<file path="src/hdl/curl_ternary_sponge_transform_unit_macros.svh">
// Assertion macros used by the sponge transform unit.
`ifndef CURL_TERNARY_SPONGE_TRANSFORM_UNIT_MACROS_SVH
`define CURL_TERNARY_SPONGE_TRANSFORM_UNIT_MACROS_SVH

// Checks a property on every rising clock edge outside reset.
`define CTST_ASSERT(name, prop, msg) \
  name: assert property (@(posedge clk_i) disable iff (!rst_ni) (prop)) else $error(msg);

// Checks that a condition implies a consequence in the same cycle.
`define CTST_ASSERT_IMP(name, pre, post, msg) \
  name: assert property (@(posedge clk_i) disable iff (!rst_ni) (pre) |-> (post)) \
    else $error(msg);

`endif

</file>
<file path="src/hdl/ctst_pkg.sv">
// Types, constants and the S-box of the ternary sponge transform.
package ctst_pkg;

  localparam int unsigned TRIT_W      = 2;
  localparam int unsigned ROW_TRITS   = 27;
  localparam int unsigned ROW_W       = ROW_TRITS * TRIT_W;
  localparam int unsigned STATE_TRITS = 729;
  localparam int unsigned STATE_ROWS  = STATE_TRITS / ROW_TRITS;
  localparam int unsigned CNT_W       = 5;
  localparam int unsigned COL_W       = 5;
  localparam int unsigned ROW_AW      = 5;
  localparam int unsigned LOAD_W      = 10;
  localparam int unsigned IN_TDATA_W  = 64;
  localparam int unsigned OUT_TDATA_W = 64;
  localparam int unsigned STATUS_W    = 2;

  localparam int unsigned READS_PER_ROUND = STATE_TRITS + 1;

  localparam logic [LOAD_W-1:0] STEP_UP      = LOAD_W'(364);
  localparam logic [LOAD_W-1:0] STEP_DN      = LOAD_W'(365);
  localparam logic [ROW_AW-1:0] STEP_ROWS    = ROW_AW'(13);
  localparam logic [COL_W-1:0]  STEP_UP_COLS = COL_W'(13);
  localparam logic [COL_W-1:0]  STEP_DN_COLS = COL_W'(14);
  localparam logic [COL_W-1:0]  LAST_COL     = COL_W'(ROW_TRITS - 1);
  localparam logic [ROW_AW-1:0] LAST_ROW     = ROW_AW'(STATE_ROWS - 1);

  typedef logic [TRIT_W-1:0] trit_t;
  typedef logic [ROW_W-1:0]  row_t;

  localparam trit_t TRIT_ZERO = 2'b00;
  localparam trit_t TRIT_POS  = 2'b01;
  localparam trit_t TRIT_BAD  = 2'b10;
  localparam trit_t TRIT_NEG  = 2'b11;

  typedef enum logic [STATUS_W-1:0] {
    STATUS_OK       = 2'd0,
    STATUS_BAD_TRIT = 2'd1,
    STATUS_OVERFLOW = 2'd2
  } status_e;

  localparam trit_t SBOX [9] = '{TRIT_POS, TRIT_ZERO, TRIT_NEG, TRIT_POS, TRIT_NEG,
                                 TRIT_ZERO, TRIT_NEG, TRIT_POS, TRIT_ZERO};

  // New trit from the trit at the walk index (a) and the one it steps to (b).
  function automatic trit_t sbox_f(trit_t a, trit_t b);
    logic [3:0] idx;
    idx = 4'd4;
    case (a)
      TRIT_POS: idx = idx + 4'd1;
      TRIT_NEG: idx = idx - 4'd1;
      default:  idx = idx;
    endcase
    case (b)
      TRIT_POS: idx = idx + 4'd3;
      TRIT_NEG: idx = idx - 4'd3;
      default:  idx = idx;
    endcase
    return SBOX[idx];
  endfunction

endpackage

</file>
<file path="src/hdl/ctst_ram.sv">
// Generic single-clock RAM with one write port and one registered read port.
module ctst_ram #(
  parameter int unsigned WIDTH = 54,
  parameter int unsigned DEPTH = 27
) (
  input  logic                                   clk_i,
  input  logic                                   we_i,
  input  logic [((DEPTH > 1) ? $clog2(DEPTH) : 1)-1:0] waddr_i,
  input  logic [WIDTH-1:0]                       wdata_i,
  input  logic [((DEPTH > 1) ? $clog2(DEPTH) : 1)-1:0] raddr_i,
  output logic [WIDTH-1:0]                       rdata_o
);

  logic [WIDTH-1:0] mem_q [DEPTH];

  always_ff @(posedge clk_i) begin
    if (we_i) begin
      mem_q[waddr_i] <= wdata_i;
    end
    rdata_o <= mem_q[raddr_i];
  end

endmodule

</file>
<file path="src/hdl/curl_ternary_sponge_transform_unit.sv">
// Curl ternary sponge transform: trit loader, permutation over a RAM-held state, result emitter.
//
// Input words carry up to 27 two-bit trits each; tlast marks the final word of a message.
// Each accepted word is merged into the state, and s_axis_tready stays high
// while a message loads. The final word starts the permutation, which runs over two
// 27 x 54-bit state RAMs used in ping-pong fashion: one trit is read per cycle from the
// single read port, for ROUND_COUNT rounds. A flush state comes first and writes any partial
// last row. Results leave as words of 27 trits; the emitter reads one row at a time and
// only while the output register is free, so a stall simply holds the output register
// and the emitter.
// A message with a bad trit code or more than 729 trits returns a single word with a
// zero count and the error status in tuser; so does an empty message, with status 0.
// The next message may load while the last result word is still waiting.
// Reset clears all control state; no RAM clearing pass is needed, as rows beyond the
// loaded fill count read as zero during the first round.
module curl_ternary_sponge_transform_unit #(
  parameter int unsigned ROUND_COUNT    = 27,
  parameter int unsigned TRITS_PER_ITEM = 27
) (
  input  logic                               clk_i,
  input  logic                               rst_ni,
  input  logic                               s_axis_tvalid,
  output logic                               s_axis_tready,
  // Fields from bit 0: trit_group [53:0], valid_count [58:54], zero fill.
  input  logic [ctst_pkg::IN_TDATA_W-1:0]    s_axis_tdata,
  input  logic                               s_axis_tlast,
  output logic                               m_axis_tvalid,
  input  logic                               m_axis_tready,
  // Fields from bit 0: result_group [53:0], result_count [58:54], zero fill.
  output logic [ctst_pkg::OUT_TDATA_W-1:0]   m_axis_tdata,
  output logic                               m_axis_tlast,
  // Fields from bit 0: status [1:0].
  output logic [ctst_pkg::STATUS_W-1:0]      m_axis_tuser
);

  import ctst_pkg::*;

`include "curl_ternary_sponge_transform_unit_macros.svh"

  localparam int unsigned RND_W = (ROUND_COUNT > 1) ? $clog2(ROUND_COUNT) : 1;
  localparam logic [RND_W-1:0] LAST_ROUND = RND_W'(ROUND_COUNT - 1);
  localparam logic [CNT_W-1:0] MAX_CNT    = CNT_W'(TRITS_PER_ITEM);

  typedef enum logic [1:0] {ST_LOAD, ST_FLUSH, ST_PERM, ST_EMIT} state_e;

  state_e              state_q, state_d;
  logic [LOAD_W-1:0]   loaded_q, loaded_d;
  status_e             err_q, err_d;
  logic [ROW_AW-1:0]   l_row_q, l_row_d;
  logic [COL_W-1:0]    l_col_q, l_col_d;
  row_t                lbuf_q, lbuf_d;
  logic [ROW_AW-1:0]   fill_rows_q, fill_rows_d;
  logic [CNT_W-1:0]    last_cnt_q, last_cnt_d;
  logic [RND_W-1:0]    round_q, round_d;
  logic                src_q, src_d;
  logic [LOAD_W-1:0]   rd_cnt_q, rd_cnt_d;
  logic [LOAD_W-1:0]   p_lin_q, p_lin_d;
  logic [ROW_AW-1:0]   p_row_q, p_row_d;
  logic [COL_W-1:0]    p_col_q, p_col_d;
  logic                s1_vld_q, s1_vld_d;
  logic [COL_W-1:0]    s1_col_q, s1_col_d;
  logic                s1_zero_q, s1_zero_d;
  trit_t               prev_q, prev_d;
  logic                have_prev_q, have_prev_d;
  logic [ROW_AW-1:0]   w_row_q, w_row_d;
  logic [COL_W-1:0]    w_col_q, w_col_d;
  row_t                wbuf_q, wbuf_d;
  logic [ROW_AW-1:0]   e_row_q, e_row_d;
  logic                e_inflight_q, e_inflight_d;
  logic                e_last_q, e_last_d;
  logic [CNT_W-1:0]    e_cnt_q, e_cnt_d;
  logic                m_vld_q, m_vld_d;
  row_t                m_group_q, m_group_d;
  logic [CNT_W-1:0]    m_cnt_q, m_cnt_d;
  logic                m_last_q, m_last_d;
  status_e             m_status_q, m_status_d;

  row_t                in_group;
  logic [CNT_W-1:0]    in_cnt;
  logic [CNT_W-1:0]    sat_cnt;
  logic [LOAD_W-1:0]   room;
  logic                overflow;
  logic [CNT_W-1:0]    n_store;
  row_t                clean;
  logic                any_bad;
  logic [2*ROW_W-1:0]  merged;
  logic [COL_W:0]      col_sum;
  logic                row_done;

  row_t                rdata0, rdata1, rdata;
  trit_t               a_trit;
  trit_t               new_trit;
  row_t                wbuf_ins;
  row_t                e_group;
  logic                out_free;

  logic                wr_en;
  logic                wr_bank;
  logic [ROW_AW-1:0]   wr_addr;
  row_t                wr_data;
  logic [ROW_AW-1:0]   rd_addr;

  assign s_axis_tready = (state_q == ST_LOAD);
  assign m_axis_tvalid = m_vld_q;
  assign m_axis_tdata  = {(OUT_TDATA_W - ROW_W - CNT_W)'(0), m_cnt_q, m_group_q};
  assign m_axis_tlast  = m_last_q;
  assign m_axis_tuser  = m_status_q;
  assign out_free      = !m_vld_q || m_axis_tready;

  // Loader: saturate the count, clean the trits and funnel them into the row buffer.
  assign in_group = s_axis_tdata[ROW_W-1:0];
  assign in_cnt   = s_axis_tdata[ROW_W +: CNT_W];
  assign sat_cnt  = (in_cnt > MAX_CNT) ? MAX_CNT : in_cnt;
  assign room     = LOAD_W'(STATE_TRITS) - loaded_q;
  assign overflow = LOAD_W'(sat_cnt) > room;
  assign n_store  = overflow ? room[CNT_W-1:0] : sat_cnt;

  always_comb begin
    clean   = '0;
    any_bad = 1'b0;
    for (int k = 0; k < ROW_TRITS; k++) begin
      if ((CNT_W'(k) < sat_cnt) && (in_group[TRIT_W*k +: TRIT_W] == TRIT_BAD)) begin
        any_bad = 1'b1;
      end
      if ((CNT_W'(k) < n_store) && (in_group[TRIT_W*k +: TRIT_W] != TRIT_BAD)) begin
        clean[TRIT_W*k +: TRIT_W] = in_group[TRIT_W*k +: TRIT_W];
      end
    end
  end

  assign merged   = {ROW_W'(0), lbuf_q} | ({ROW_W'(0), clean} << {l_col_q, 1'b0});
  assign col_sum  = {1'b0, l_col_q} + {1'b0, n_store};
  assign row_done = col_sum >= (COL_W + 1)'(ROW_TRITS);

  // Permutation datapath: pick the trit out of the row read last cycle.
  assign rdata    = src_q ? rdata1 : rdata0;
  assign a_trit   = s1_zero_q ? TRIT_ZERO : rdata[{s1_col_q, 1'b0} +: TRIT_W];
  assign new_trit = sbox_f(prev_q, a_trit);

  always_comb begin
    wbuf_ins = wbuf_q;
    wbuf_ins[{w_col_q, 1'b0} +: TRIT_W] = new_trit;
  end

  always_comb begin
    e_group = '0;
    for (int k = 0; k < ROW_TRITS; k++) begin
      if (CNT_W'(k) < e_cnt_q) begin
        e_group[TRIT_W*k +: TRIT_W] = rdata[TRIT_W*k +: TRIT_W];
      end
    end
  end

  always_comb begin
    wr_en   = 1'b0;
    wr_bank = 1'b0;
    wr_addr = l_row_q;
    wr_data = merged[ROW_W-1:0];
    unique case (state_q)
      ST_LOAD: begin
        wr_en = s_axis_tvalid && row_done;
      end
      ST_FLUSH: begin
        wr_en   = (err_q == STATUS_OK) && (loaded_q != '0) && (l_col_q != '0);
        wr_data = lbuf_q;
      end
      ST_PERM: begin
        wr_en   = s1_vld_q && have_prev_q && (w_col_q == LAST_COL);
        wr_bank = !src_q;
        wr_addr = w_row_q;
        wr_data = wbuf_ins;
      end
      ST_EMIT: begin
        wr_en = 1'b0;
      end
      default: begin
        wr_en = 1'b0;
      end
    endcase
  end

  assign rd_addr = (state_q == ST_EMIT) ? e_row_q : p_row_q;

  ctst_ram #(
    .WIDTH (ROW_W),
    .DEPTH (STATE_ROWS)
  ) u_bank0 (
    .clk_i   (clk_i),
    .we_i    (wr_en && !wr_bank),
    .waddr_i (wr_addr),
    .wdata_i (wr_data),
    .raddr_i (rd_addr),
    .rdata_o (rdata0)
  );

  ctst_ram #(
    .WIDTH (ROW_W),
    .DEPTH (STATE_ROWS)
  ) u_bank1 (
    .clk_i   (clk_i),
    .we_i    (wr_en && wr_bank),
    .waddr_i (wr_addr),
    .wdata_i (wr_data),
    .raddr_i (rd_addr),
    .rdata_o (rdata1)
  );

  always_comb begin
    state_d      = state_q;
    loaded_d     = loaded_q;
    err_d        = err_q;
    l_row_d      = l_row_q;
    l_col_d      = l_col_q;
    lbuf_d       = lbuf_q;
    fill_rows_d  = fill_rows_q;
    last_cnt_d   = last_cnt_q;
    round_d      = round_q;
    src_d        = src_q;
    rd_cnt_d     = rd_cnt_q;
    p_lin_d      = p_lin_q;
    p_row_d      = p_row_q;
    p_col_d      = p_col_q;
    s1_vld_d     = 1'b0;
    s1_col_d     = s1_col_q;
    s1_zero_d    = s1_zero_q;
    prev_d       = prev_q;
    have_prev_d  = have_prev_q;
    w_row_d      = w_row_q;
    w_col_d      = w_col_q;
    wbuf_d       = wbuf_q;
    e_row_d      = e_row_q;
    e_inflight_d = e_inflight_q;
    e_last_d     = e_last_q;
    e_cnt_d      = e_cnt_q;
    m_vld_d      = m_vld_q && !m_axis_tready;
    m_group_d    = m_group_q;
    m_cnt_d      = m_cnt_q;
    m_last_d     = m_last_q;
    m_status_d   = m_status_q;

    unique case (state_q)
      ST_LOAD: begin
        if (s_axis_tvalid) begin
          loaded_d = loaded_q + LOAD_W'(n_store);
          if (overflow) begin
            err_d = STATUS_OVERFLOW;
          end else if ((err_q == STATUS_OK) && any_bad) begin
            err_d = STATUS_BAD_TRIT;
          end
          if (row_done) begin
            lbuf_d  = merged[2*ROW_W-1:ROW_W];
            l_col_d = COL_W'(col_sum - (COL_W + 1)'(ROW_TRITS));
            l_row_d = l_row_q + ROW_AW'(1);
          end else begin
            lbuf_d  = merged[ROW_W-1:0];
            l_col_d = col_sum[COL_W-1:0];
          end
          if (s_axis_tlast) begin
            state_d = ST_FLUSH;
          end
        end
      end

      ST_FLUSH: begin
        if ((err_q != STATUS_OK) || (loaded_q == '0)) begin
          if (out_free) begin
            m_vld_d    = 1'b1;
            m_group_d  = '0;
            m_cnt_d    = '0;
            m_last_d   = 1'b1;
            m_status_d = err_q;
            loaded_d   = '0;
            err_d      = STATUS_OK;
            l_row_d    = '0;
            l_col_d    = '0;
            lbuf_d     = '0;
            state_d    = ST_LOAD;
          end
        end else begin
          fill_rows_d = l_row_q + ROW_AW'(l_col_q != '0);
          last_cnt_d  = (l_col_q == '0) ? CNT_W'(ROW_TRITS) : l_col_q;
          round_d     = '0;
          src_d       = 1'b0;
          rd_cnt_d    = '0;
          p_lin_d     = '0;
          p_row_d     = '0;
          p_col_d     = '0;
          have_prev_d = 1'b0;
          w_row_d     = '0;
          w_col_d     = '0;
          state_d     = ST_PERM;
        end
      end

      ST_PERM: begin
        if (rd_cnt_q < LOAD_W'(READS_PER_ROUND)) begin
          rd_cnt_d  = rd_cnt_q + LOAD_W'(1);
          s1_vld_d  = 1'b1;
          s1_col_d  = p_col_q;
          s1_zero_d = (round_q == '0) && (p_row_q >= fill_rows_q);
          if (p_lin_q < STEP_DN) begin
            p_lin_d = p_lin_q + STEP_UP;
            if (p_col_q >= STEP_DN_COLS) begin
              p_col_d = p_col_q - STEP_DN_COLS;
              p_row_d = p_row_q + STEP_ROWS + ROW_AW'(1);
            end else begin
              p_col_d = p_col_q + STEP_UP_COLS;
              p_row_d = p_row_q + STEP_ROWS;
            end
          end else begin
            p_lin_d = p_lin_q - STEP_DN;
            if (p_col_q < STEP_DN_COLS) begin
              p_col_d = p_col_q + STEP_UP_COLS;
              p_row_d = p_row_q - STEP_ROWS - ROW_AW'(1);
            end else begin
              p_col_d = p_col_q - STEP_DN_COLS;
              p_row_d = p_row_q - STEP_ROWS;
            end
          end
        end
        if (s1_vld_q) begin
          prev_d      = a_trit;
          have_prev_d = 1'b1;
          if (have_prev_q) begin
            wbuf_d = wbuf_ins;
            if (w_col_q == LAST_COL) begin
              w_col_d = '0;
              w_row_d = w_row_q + ROW_AW'(1);
              if (w_row_q == LAST_ROW) begin
                src_d       = !src_q;
                rd_cnt_d    = '0;
                p_lin_d     = '0;
                p_row_d     = '0;
                p_col_d     = '0;
                s1_vld_d    = 1'b0;
                have_prev_d = 1'b0;
                w_row_d     = '0;
                if (round_q == LAST_ROUND) begin
                  e_row_d      = '0;
                  e_inflight_d = 1'b0;
                  state_d      = ST_EMIT;
                end else begin
                  round_d = round_q + RND_W'(1);
                end
              end
            end else begin
              w_col_d = w_col_q + COL_W'(1);
            end
          end
        end
      end

      ST_EMIT: begin
        if (e_inflight_q) begin
          e_inflight_d = 1'b0;
          m_vld_d      = 1'b1;
          m_group_d    = e_group;
          m_cnt_d      = e_cnt_q;
          m_last_d     = e_last_q;
          m_status_d   = STATUS_OK;
          if (e_last_q) begin
            loaded_d = '0;
            err_d    = STATUS_OK;
            l_row_d  = '0;
            l_col_d  = '0;
            lbuf_d   = '0;
            state_d  = ST_LOAD;
          end
        end else if (out_free) begin
          e_inflight_d = 1'b1;
          e_row_d      = e_row_q + ROW_AW'(1);
          e_last_d     = (e_row_q == (fill_rows_q - ROW_AW'(1)));
          e_cnt_d      = (e_row_q == (fill_rows_q - ROW_AW'(1))) ? last_cnt_q
                                                                 : CNT_W'(ROW_TRITS);
        end
      end

      default: begin
        state_d = ST_LOAD;
      end
    endcase
  end

  always_ff @(posedge clk_i or negedge rst_ni) begin
    if (!rst_ni) begin
      state_q      <= ST_LOAD;
      loaded_q     <= '0;
      err_q        <= STATUS_OK;
      l_row_q      <= '0;
      l_col_q      <= '0;
      lbuf_q       <= '0;
      fill_rows_q  <= '0;
      last_cnt_q   <= '0;
      round_q      <= '0;
      src_q        <= 1'b0;
      rd_cnt_q     <= '0;
      p_lin_q      <= '0;
      p_row_q      <= '0;
      p_col_q      <= '0;
      s1_vld_q     <= 1'b0;
      s1_col_q     <= '0;
      s1_zero_q    <= 1'b0;
      prev_q       <= TRIT_ZERO;
      have_prev_q  <= 1'b0;
      w_row_q      <= '0;
      w_col_q      <= '0;
      wbuf_q       <= '0;
      e_row_q      <= '0;
      e_inflight_q <= 1'b0;
      e_last_q     <= 1'b0;
      e_cnt_q      <= '0;
      m_vld_q      <= 1'b0;
      m_group_q    <= '0;
      m_cnt_q      <= '0;
      m_last_q     <= 1'b0;
      m_status_q   <= STATUS_OK;
    end else begin
      state_q      <= state_d;
      loaded_q     <= loaded_d;
      err_q        <= err_d;
      l_row_q      <= l_row_d;
      l_col_q      <= l_col_d;
      lbuf_q       <= lbuf_d;
      fill_rows_q  <= fill_rows_d;
      last_cnt_q   <= last_cnt_d;
      round_q      <= round_d;
      src_q        <= src_d;
      rd_cnt_q     <= rd_cnt_d;
      p_lin_q      <= p_lin_d;
      p_row_q      <= p_row_d;
      p_col_q      <= p_col_d;
      s1_vld_q     <= s1_vld_d;
      s1_col_q     <= s1_col_d;
      s1_zero_q    <= s1_zero_d;
      prev_q       <= prev_d;
      have_prev_q  <= have_prev_d;
      w_row_q      <= w_row_d;
      w_col_q      <= w_col_d;
      wbuf_q       <= wbuf_d;
      e_row_q      <= e_row_d;
      e_inflight_q <= e_inflight_d;
      e_last_q     <= e_last_d;
      e_cnt_q      <= e_cnt_d;
      m_vld_q      <= m_vld_d;
      m_group_q    <= m_group_d;
      m_cnt_q      <= m_cnt_d;
      m_last_q     <= m_last_d;
      m_status_q   <= m_status_d;
    end
  end

  `CTST_ASSERT_IMP(a_err_word_form, m_vld_q && (m_status_q != STATUS_OK),
                   (m_cnt_q == '0) && m_last_q, "error word carries trits or is not last")
  `CTST_ASSERT_IMP(a_perm_bank_split, wr_en && (state_q == ST_PERM), wr_bank != src_q,
                   "permutation writes the bank it reads")
  `CTST_ASSERT(a_rd_cnt_range, rd_cnt_q <= LOAD_W'(READS_PER_ROUND),
               "walk read counter out of range")
  `CTST_ASSERT_IMP(a_emit_slot_free, e_inflight_q, !m_vld_q,
                   "emitted row lands on a full output register")

endmodule
</file>
<file path="config.mk">
export PLATFORM = sky130hd
export DESIGN_NAME = curl_ternary_sponge_transform_unit
export DESIGN_NICKNAME = d
export VERILOG_FILES = /design/src/hdl/ctst_pkg.sv /design/src/hdl/ctst_ram.sv /design/src/hdl/curl_ternary_sponge_transform_unit.sv
export VERILOG_INCLUDE_DIRS = /design/src /design/src/hdl
export SDC_FILE = /design/constraint.sdc
export NUM_CORES = 2
export LEC_CHECK = 0
export BUFFER_PORTS_ARGS = -buffer_cell sky130_fd_sc_hd__buf_4
export CAP_MARGIN = 30
export CORE_UTILIZATION = 40
export CTS_BUF_LIST = sky130_fd_sc_hd__clkbuf_8
export CTS_CLUSTER_SIZE = 14
export DETAILED_ROUTE_END_ITERATION = 8
export GPL_TIMING_DRIVEN = 0
export PLACE_DENSITY = 0.6
export SLEW_MARGIN = 30
export SYNTH_ARGS = -nofsm -noshare
export SYNTH_HDL_FRONTEND = slang
export SYNTH_SLANG_ARGS = --single-unit
export TNS_END_PERCENT = 1
</file>
<file path="constraint.sdc">
create_clock -name clk_i -period 13.7 [get_ports clk_i]
set_input_delay 0.685 -clock clk_i [delete_from_list [all_inputs] [get_ports clk_i]]
set_output_delay 0.685 -clock clk_i [all_outputs]
set_load 0.005 [all_outputs]
</file>
==> results.md <==
- Psw: 15.9 mW
- Design Area, Final: 163000 um^2
- CP arrival: 11.03 ns
- Register share of total power: 37.1%
- CP delay by family, top: buffers and inverters
- Crit share post-route: 74.6%
- Final setup viols: 0
- Final Hold Viols: 0
- DP HPWL: 375000 um
- R2r setup slk: 3.48 ns
- Buf+Inv Stages, Crit Path: 11
- Critical path peak fanout: 18
- Placed instance area: 153000 um^2
- Post-CTS Setup Repair Bufs: 0
- WP data required: 14.51 ns
- Ys Warns: 0
- H-tree Lvls: 6
- IO Port Bufs: 127
- Top FF cell, synth: edfxtp_1
- Async SR Flop Fraction: 8.28%
- Hold Path Class: input pin to async pin
- Gate Count Post-Synth: 8705
- Internal power: 23.0 mW
- CTS tree: yes
- # clock sinks: 3297
- Layout cells sized above 1: 22.2%
- Core area: 341000 um^2
- Most frequent cells in the layout: edfxtp_1, nand2_1, mux4_2, clkbuf_8, nand3_1
- Synth area leader: edfxtp_1
- Sequential element share of the synthesized area: 70.4%
- Setup total negative slack: 0 ns
- Remaining DRCs: 0
- Die area: 345000 um^2
- Max rail drop VDD: 0.213 mV
- First-pass GRT wire length: 695000 um
- Post-synthesis area per instance: 15.8 um^2
- Commonest non-fill, non-tap cell in the layout: edfxtp_1
- Iteration-0 DRC Markers: 12300
- Later-pin clock latency in the skew report: 1.19 ns
- Max Cap Viol: 0
- Critical path type: flip-flop to flip-flop
- Vias/cell: 6.08
- I/O pins: 138
- Most frequent cell on the critical path: inv_1
- Post-route ant nets: 0
- Total Routing Usage GR: 28.8%
- Slew at the pin closest to its max-slew limit: 1.12 ns
- Worst rel slew slack: 23.5%
- Area share of the largest cell type after synthesis: 63.8%
- Tmin final: 10.22 ns
- Wire per inst: 34.4 um
- Clock Power Share: 21.1%
- Root Driver: clkbuf_8
- RSZ-0062 raised after global routing: false
- Layout area overhead: 18.9%
- Gpl congestion: 0.995
- Drt first pass iters: 6
- Sw Share: 40.9%
- Number of CTS-inserted buffers: 537
- DR vias: 89400
- Rows: 214
- Die W: 588 um
- Logic gate share of total power: 41.8%
- Crit start category: flip-flop
- Worst path slowest cell: xor2_1
- Unique masters post-synth: 99
- Largest stage delay on the critical path: 0.74 ns
- Leakage: 56.0 nW
- Fmax: 97.9 MHz
- Fin. max-slew vios: 0
- Die height: 588 um
- Netlist Area Pre-Place: 137000 um^2
- Overflow after GRT: 0
- EDFF count, synth: 2916
- RR Endpoint: u_bank0.mem_q[26][50]
- Nets: 9863
- Crit end category: flip-flop
- Fin util: 47.9%
- Largest net degree at the start of global routing: 81
- Initial antenna violation count: 43
- Starting Density: 40.3%
- Clock Skew: 0.119 ns
- Seq cells post-synth: 3297
- R2R depth: 29
- Vias in the first global route: 88300
- Maximum clock insertion buffer count: 4
- Clk slew on worst S/H paths: 0.06 ns
- Cell area power density: 239 nW/um^2
- DRT Wirelength: 506000 um
- Ranking of synthesized cells by area: edfxtp_1, mux4_2, dfrtp_1, nand2_1, dfxtp_1
- Run status: complete, no violations
- Worst R2R Start: loaded_q[1]
## power by group through the flow
stage	sequential [mW]	clock (mW)	combinational, mW
floorplan	14.7	0	7.36
global placement	15.3	0	13.7
global route	14.5	8.71	16.8
CTS	14.4	8.28	15.9
finish	14.5	8.21	16.3
detailed placement	14.6	0	15.9
## metal layers
metal	global-route usage (%)	routed length, um	vias up	part of all wire [%]
met3	6.98	53600	1134	11
met2	44.9	232000	5531	46
li1	-	-	36400	-
met1	37.0	189000	46300	37
met5	0	88	-	0.017
met4	16.2	31800	14	6.3
## synthesized netlist by cell type (17+ instances only)
| master | n |
|---|---|
| buf_1 | 133 |
| a32oi_1 | 30 |
| xnor2_1 | 29 |
| a22oi_1 | 40 |
| o221ai_1 | 33 |
| nand2b_1 | 31 |
| buf_2 | 17 |
| o21a_1 | 18 |
| xor2_1 | 26 |
| and2_1 | 23 |
| dfrtp_1 | 273 |
| o22ai_1 | 36 |
| nor2_1 | 391 |
| nor3_1 | 51 |
| o31ai_1 | 64 |
| dfxtp_1 | 108 |
| mux4_2 | 690 |
| a211oi_1 | 36 |
| clkbuf_1 | 394 |
| and3_1 | 23 |
| mux2i_1 | 99 |
| o211ai_1 | 41 |
| a31oi_1 | 159 |
| nand3_1 | 430 |
| mux2_2 | 75 |
| nand4_1 | 51 |
| inv_1 | 87 |
| o21ai_0 | 301 |
| nand2_1 | 1271 |
| a21o_1 | 19 |
| nor2b_1 | 33 |
| ha_1 | 55 |
| a21oi_1 | 381 |
| or3_1 | 25 |
| o2111ai_1 | 22 |
| edfxtp_1 | 2916 |
## per-stage QoR
| step | setup slack (ns) | power [mW] | hold WS (ns) | std cells |
|---|---|---|---|---|
| final | 3.48 | 39.0 | 0.111 | 14700 |
| after global routing | 3.21 | 40.0 | 0.128 | 14700 |
| after CTS | 3.58 | 38.6 | 0.0380 | 14700 |
| after detailed placement | 3.55 | 30.5 | 0.464 | 13700 |
| after global placement | -4.51 | 29.0 | 0.458 | 13400 |
| after floorplan | 5.71 | 22.0 | 0.389 | 8709 |
## state kept, by name (all words and copies together), names as in the netlist, 54 cells and up, named ones only
register and cells:
u_bank0.mem_q 1458, u_bank0.rdata_o 54, wbuf_q 54, lbuf_q 54, m_group_q 54, u_bank1.mem_q 1458
u_bank1.rdata_o 54
## cell type report
type	count	area, um^2
antenna	24	60.1
buffer	558	2350
clock inverter	378	2080
tap	4536	5680
sequential	3297	96600
fill	28800	178000
inverter	90	338
clock buffer	579	7970
multi-input combinational	4764	39300
timing repair buffer	487	8720
## repair_timing
action	in CTS	in global routing
resized for setup	0	0
hold buffers	1	0
endpoints found under the hold margin	156	0
setup endpoints to repair	0	0
## cells by family (layout without fill, tap and decap cells)
logic type / after synthesis / after routing / synth area share, %
mux: 876 / 876 / 12.9
simple gates: 2387 / 2387 / 7.47
xor+xnor: 55 / 55 / 0.351
flops: 3297 / 3297 / 70.4
compound gates: 1382 / 1382 / 6.47
fa+ha+maj: 59 / 59 / 0.560
buf+inv: 648 / 2092 / 1.84
other cells: 1 / 29 / 0.00273
## worst max-delay path by stage
stage	depth (start not counted)	slack (ns)	end	start
global route	29	3.21	u_bank0.mem_q[26][50]	loaded_q[1]
finish	29	3.48	u_bank0.mem_q[26][50]	loaded_q[1]
global placement	14	-4.51	u_bank1.mem_q[3][6]	s1_col_q[0]
CTS	28	3.58	u_bank1.mem_q[4][5]	loaded_q[1]
floorplan	26	5.71	u_bank1.mem_q[0][0]	loaded_q[1]
detailed placement	28	3.55	u_bank1.mem_q[6][13]	loaded_q[1]
No activity file was read; power rests on OpenSTA's default activity.
